## src/hdl/mt19937_word_generator_defines.svh

```systemverilog
// Assertion macros shared by the generator modules.
`ifndef MT19937_WORD_GENERATOR_DEFINES_SVH
`define MT19937_WORD_GENERATOR_DEFINES_SVH

`ifndef NO_ASSERTIONS
`define ASSERT_IMPL(label, clk, rst_n, ante, cons) \
	label: assert property (@(posedge clk) disable iff (!rst_n) (ante) |-> (cons)) \
		else $error("same-cycle check failed");
`define ASSERT_NEXT(label, clk, rst_n, ante, cons) \
	label: assert property (@(posedge clk) disable iff (!rst_n) (ante) |=> (cons)) \
		else $error("next-cycle check failed");
`else
`define ASSERT_IMPL(label, clk, rst_n, ante, cons)
`define ASSERT_NEXT(label, clk, rst_n, ante, cons)
`endif

`endif

```

## src/hdl/mtwg_pkg.sv

```systemverilog
package mtwg_pkg;

	localparam int STATE_WORDS_DEF  = 624;
	localparam int SHIFT_OFFSET_DEF = 397;

	localparam logic [31:0] TWIST_MATRIX  = 32'h9908_B0DF;
	localparam logic [31:0] HIGH_BIT_MASK = 32'h8000_0000;
	localparam logic [31:0] LOW_BITS_MASK = 32'h7FFF_FFFF;
	localparam logic [31:0] TEMPER_B      = 32'h9D2C_5680;
	localparam logic [31:0] TEMPER_C      = 32'hEFC6_0000;
	localparam logic [31:0] SEED_MULT     = 32'd1812433253;

	localparam logic ACT_SEED = 1'b0;
	localparam logic ACT_DRAW = 1'b1;

	typedef struct packed {
		logic seed_start;
		logic seed_mul;
		logic seed_add;
		logic draw_rd;
		logic draw_wb;
	} cmd_t;

	typedef struct packed {
		logic seed_last;
		logic out_free;
	} sts_t;

	function automatic logic [31:0] twist_mix(input logic [31:0] cur, input logic [31:0] nxt);
		logic [31:0] y;
		y = (cur & HIGH_BIT_MASK) | (nxt & LOW_BITS_MASK);
		return (y >> 1) ^ (y[0] ? TWIST_MATRIX : 32'd0);
	endfunction

	function automatic logic [31:0] temper(input logic [31:0] w);
		logic [31:0] x;
		x = w;
		x = x ^ (x >> 11);
		x = x ^ ((x << 7) & TEMPER_B);
		x = x ^ ((x << 15) & TEMPER_C);
		x = x ^ (x >> 18);
		return x;
	endfunction

endpackage

```

## src/hdl/mtwg_ctrl.sv

```systemverilog
`include "mt19937_word_generator_defines.svh"

module mtwg_ctrl (
	input  logic             clk,
	input  logic             arst_n,
	input  logic             in_valid,
	input  logic             action,
	output logic             in_ready,
	output mtwg_pkg::cmd_t   cmd,
	input  mtwg_pkg::sts_t   sts
);

	typedef enum logic [3:0] {
		ST_IDLE     = 4'b0001,
		ST_SEED_MUL = 4'b0010,
		ST_SEED_ADD = 4'b0100,
		ST_DRAW_WB  = 4'b1000
	} state_t;

	state_t state_q, state_d;

	assign in_ready = (state_q == ST_IDLE);

	always_comb begin
		state_d = state_q;
		cmd     = '0;
		case (state_q)
			ST_IDLE: begin
				if (in_valid) begin
					if (action == mtwg_pkg::ACT_DRAW) begin
						cmd.draw_rd = 1'b1;
						state_d     = ST_DRAW_WB;
					end else begin
						cmd.seed_start = 1'b1;
						state_d        = ST_SEED_MUL;
					end
				end
			end
			ST_SEED_MUL: begin
				cmd.seed_mul = 1'b1;
				state_d      = ST_SEED_ADD;
			end
			ST_SEED_ADD: begin
				cmd.seed_add = 1'b1;
				state_d      = sts.seed_last ? ST_IDLE : ST_SEED_MUL;
			end
			ST_DRAW_WB: begin
				if (sts.out_free) begin
					cmd.draw_wb = 1'b1;
					state_d     = ST_IDLE;
				end
			end
			default: state_d = ST_IDLE;
		endcase
	end

	always_ff @(posedge clk or negedge arst_n) begin
		if (!arst_n) begin
			state_q <= ST_IDLE;
		end else begin
			state_q <= state_d;
		end
	end

	`ASSERT_NEXT(a_draw_to_wb, clk, arst_n, in_valid && in_ready && (action == mtwg_pkg::ACT_DRAW), state_q == ST_DRAW_WB)
	`ASSERT_NEXT(a_seed_done, clk, arst_n, (state_q == ST_SEED_ADD) && sts.seed_last, state_q == ST_IDLE)
	`ASSERT_IMPL(a_wb_needs_slot, clk, arst_n, cmd.draw_wb, sts.out_free)

endmodule

```

## config.mk

```make
export PLATFORM = sky130hd
export DESIGN_NAME = mtwg_ctrl
export DESIGN_NICKNAME = d
export VERILOG_FILES = /design/src/hdl/mtwg_pkg.sv /design/src/hdl/mtwg_ctrl.sv
export VERILOG_INCLUDE_DIRS = /design/src /design/src/hdl
export SDC_FILE = /design/constraint.sdc
export NUM_CORES = 1
export LEC_CHECK = 0
export BUFFER_PORTS_ARGS = -buffer_cell sky130_fd_sc_hd__buf_2
export CAP_MARGIN = 20
export CORE_AREA = 2 2 39 41
export DETAILED_ROUTE_END_ITERATION = 6
export DIE_AREA = 0 0 41 43
export PLACE_DENSITY = 0.54
export SLEW_MARGIN = 10
export SYNTH_ARGS = -nofsm -noshare
export SYNTH_HDL_FRONTEND = slang
export SYNTH_SLANG_ARGS = --single-unit
```

## constraint.sdc

```tcl
create_clock -name clk -period 1.4 [get_ports clk]
set_input_delay 0.21 -clock clk [delete_from_list [all_inputs] [get_ports clk]]
set_output_delay 0.21 -clock clk [all_outputs]
set_load 0.03 [all_outputs]
```

==> run summary <==
STATUS
---------------------------------------------------------------------------------
Status                                                               finished, violations left
Violated checks                                                      negative setup slack

SYNTH
---------------------------------------------------------------------------------
Sequential cell area fraction in the yosys report                           36.5%
Main combinational cell family by area after synthesis               simple AND/OR/NAND/NOR gates
Post-synthesis async set-or-reset flop share                                 100%
Post-synthesis register bit count                                               4
Top cells by instance count after synthesis                          sky130_fd_sc_hd__nor4b_1, sky130_fd_sc_hd__dfrtp_1, sky130_fd_sc_hd__nor3_1, sky130_fd_sc_hd__nor3b_1
Dominant register cell in the synthesized netlist                    sky130_fd_sc_hd__dfrtp_1
Synth Area in Compound Gates                                                8.11%
Mean area per synthesized cell                                          9.26 um^2
Area share of and/or/nand/nor cells after synthesis                         50.9%
Biggest area consumer among synthesized cells                        sky130_fd_sc_hd__dfrtp_1
Mapped Nets                                                                    36
Number of enable flip-flop cells after synthesis                                0
Multiplexer share of the synthesized area                                      0%
Mapped cell area                                                         278 um^2
Synth Area in Adders                                                           0%
Cells taking the most area after synthesis                           sky130_fd_sc_hd__dfrtp_1, sky130_fd_sc_hd__nor4b_1, sky130_fd_sc_hd__dfstp_2, sky130_fd_sc_hd__nor3b_1, sky130_fd_sc_hd__or3b_1
YS warnings                                                                     0
Post-synthesis cell type count                                                 17
Xor and xnor fraction of the mapped netlist area                               0%
Yosys top cell area share                                                   27.0%
Cells after synthesis                                                          30
Most common cell in the netlist                                      sky130_fd_sc_hd__nor4b_1

CLOCK NETWORK
---------------------------------------------------------------------------------
Root Buffer Master                                                   sky130_fd_sc_hd__clkbuf_4
Worst skew pair latency                                                   0.24 ns
Number of clock sinks                                                           4
Clock buffer count from CTS                                                     3
Clock slew seen by the registers of the worst setup and hold paths        0.04 ns
Clock tree from TritonCTS                                                    done
Number of buffers on the longest clock path                                     2
Number of H-tree levels                                                         1

FINAL LAYOUT
---------------------------------------------------------------------------------
Area growth syn-to-layout                                                    116%
Largest registers                                                     state_q (4)
Register with the most flip-flops                                         state_q
Total inserted antenna cells                                                    0
Largest register FFs                                                            4
Fraction of layout cells with a size suffix above 1                         70.4%
Net count reported at finish                                                   61

GLOBAL ROUTING
---------------------------------------------------------------------------------
Number of global-route vias before repair                                     271
Residual overflow from global routing                                           0
Overall global routing resource usage                                       10.7%
Maximum number of pins on one net before global-route repair                   12
Global-route wire length before repair                                    1.20 mm
Antenna violations before repair                                                0

TIMING
---------------------------------------------------------------------------------
Skew final                                                             0.00695 ns
Setup ws final                                                          -0.175 ns
Worst hold slack after final layout                                      0.279 ns
Max_slew headroom                                                           78.5%
Slew @ Worst Pin                                                         0.319 ns
Final Max Slew Viols                                                            0
Count of final hold-check violations                                            0
Tcrit/Tclk final                                                             112%
Maximum achievable frequency                                              635 MHz
Min Tclk post-route                                                       1.57 ns
Setup TNS                                                               -0.673 ns
Number of endpoints failing setup at the final stage                            6
Unrepaired setup endpoints after global routing                               yes

CRITICAL PATH
---------------------------------------------------------------------------------
Worst r2r dst                                                          state_q[0]
Worst flop-to-flop path startpoint                                     state_q[1]
Critical Path Start                                                    state_q[1]
Worst Setup End Kind                                                   output pin
Category of the worst setup path launch point                                flop
Signal arrival time at the worst endpoint                                 1.36 ns
Worst R2R Path Depth                                                            5
Critical path capture point                                              in_ready
Setup CP Type                                                             reg2out
Required time reported for the critical path endpoint                     1.19 ns
Largest fanout of any net on the critical path                                  4
Setup slack on the worst flop-to-flop path                                0.03 ns

DRT
---------------------------------------------------------------------------------
DR DRC count                                                                    0
Drt first-iter violations                                                       4
Remaining antenna violation count                                               0
First-pass detailed-route iteration total                                       2
Post-detailed-route via-to-cell ratio                                        4.83
Drt wl/cell                                                               12.9 um
Final Routed Wirelength                                                    901 um
Total vias in the final route                                                 338

FLOORPLAN
---------------------------------------------------------------------------------
Die outline area                                                        1760 um^2
Chip Width                                                                  41 um
I/O pin count                                                                  12
Placeable core region                                                   1380 um^2
Height of the chip                                                          43 um
Starting density of the core                                                20.1%
Row count                                                                      14

PWR
---------------------------------------------------------------------------------
Largest voltage drop on the vdd net                                    0.000696 V
Cell area power density                                              1780 nW/um^2
Sum of internal, switching and leakage power                              1.07 mW
Reported leakage power                                                   0.238 nW

PLACEMENT
---------------------------------------------------------------------------------
Detailed placer's ending HPWL                                              546 um
Number of input and output port buffers inserted                               11
Setup slack after placement                                            -0.0423 ns
RD Place Congestion                                                         0.660

WORST HOLD PATH
---------------------------------------------------------------------------------
Worst hold-check path type                                                 in2reg

FLOW RUN
---------------------------------------------------------------------------------
Max-cap violations                                                              0

-- worst min-delay path by stage --
stage                     slack (ns)    from  cells after the start    endpoint
after CTS                       0.27  sts[0]                      3  state_q[3]
after detailed placement        0.02  arst_n                      1  state_q[1]
final                           0.28  sts[0]                      3  state_q[3]
after global routing            0.30  sts[0]                      3  state_q[3]
after global placement          0.02  arst_n                      1  state_q[3]
after floorplan                -0.09  arst_n                      0  state_q[1]
-- kinds of logic after synthesis --
kind of cell / count (synthesis)
flops: 4
buf+inv: 3
simple gates: 20
compound gates: 3
-- what timing repair did --
action | CTS | global route
endpoints found under the setup margin | 6 | 8
hold buffers | 1 | 0
pin swaps | 5 | 6
gates resized for setup | 17 | 7
endpoints found under the hold margin | 4 | 0
buffers inserted | 2 | 3
-- where the power goes --
group | switching [mW] | internal, mW | leakage, nW
registers | 0.0650 | 0.161 | 0.0497
clock network | 0.0517 | 0.107 | 0.0150
logic | 0.324 | 0.359 | 0.173
-- critical path, stage by stage (launching register included) --
cell	delay, ns
sky130_fd_sc_hd__dfrtp_1	0.38
sky130_fd_sc_hd__or2_4	0.29
sky130_fd_sc_hd__buf_6	0.14
sky130_fd_sc_hd__nor3b_4	0.17
sky130_fd_sc_hd__buf_6	0.15
-- cell type report --
class | instances | area [um^2]
Multi-Input combinational cell | 23 | 255
Clock buffer | 4 | 26.3
Sequential cell | 4 | 103
Tap cell | 16 | 20.0
Fill cell | 136 | 783
Timing Repair Buffer | 23 | 196
-- routing by layer --
layer  track usage (%)  share of wire (%)  vias to the layer above
met1              11.7                 42                      161
li1                  -                  -                      163
met3              1.57                4.2                        4
met2              16.3                 51                       10
met5                 0                  0                        -
met4              10.0                2.8                        0
-- through the flow --
| step | util [%] | cell area [um^2] | std cells |
|---|---|---|---|
| final | 43.4 | 601 | 70 |
| after floorplan | - | 335 | 30 |
| after CTS | 39.9 | 552 | 68 |
| after detailed placement | 32.2 | 445 | 61 |
| after global placement | 32.2 | 445 | 61 |
| after global routing | 43.4 | 601 | 70 |
-- cell usage in the layout, fill, tap and decap left out, types with 2 or more instances in the layout --
cell | netlist | routed
sky130_fd_sc_hd__buf_6 | 0 | 9
sky130_fd_sc_hd__buf_4 | 0 | 8
sky130_fd_sc_hd__buf_2 | 1 | 5
sky130_fd_sc_hd__clkbuf_4 | 0 | 3
sky130_fd_sc_hd__nor4b_4 | 0 | 2
sky130_fd_sc_hd__nor3_4 | 0 | 2
sky130_fd_sc_hd__nor3b_1 | 3 | 2
sky130_fd_sc_hd__a21oi_1 | 2 | 2
sky130_fd_sc_hd__or3b_1 | 2 | 2
sky130_fd_sc_hd__nor4b_1 | 4 | 2
sky130_fd_sc_hd__dfrtp_1 | 3 | 2
Power figures use the tool's default switching activity.
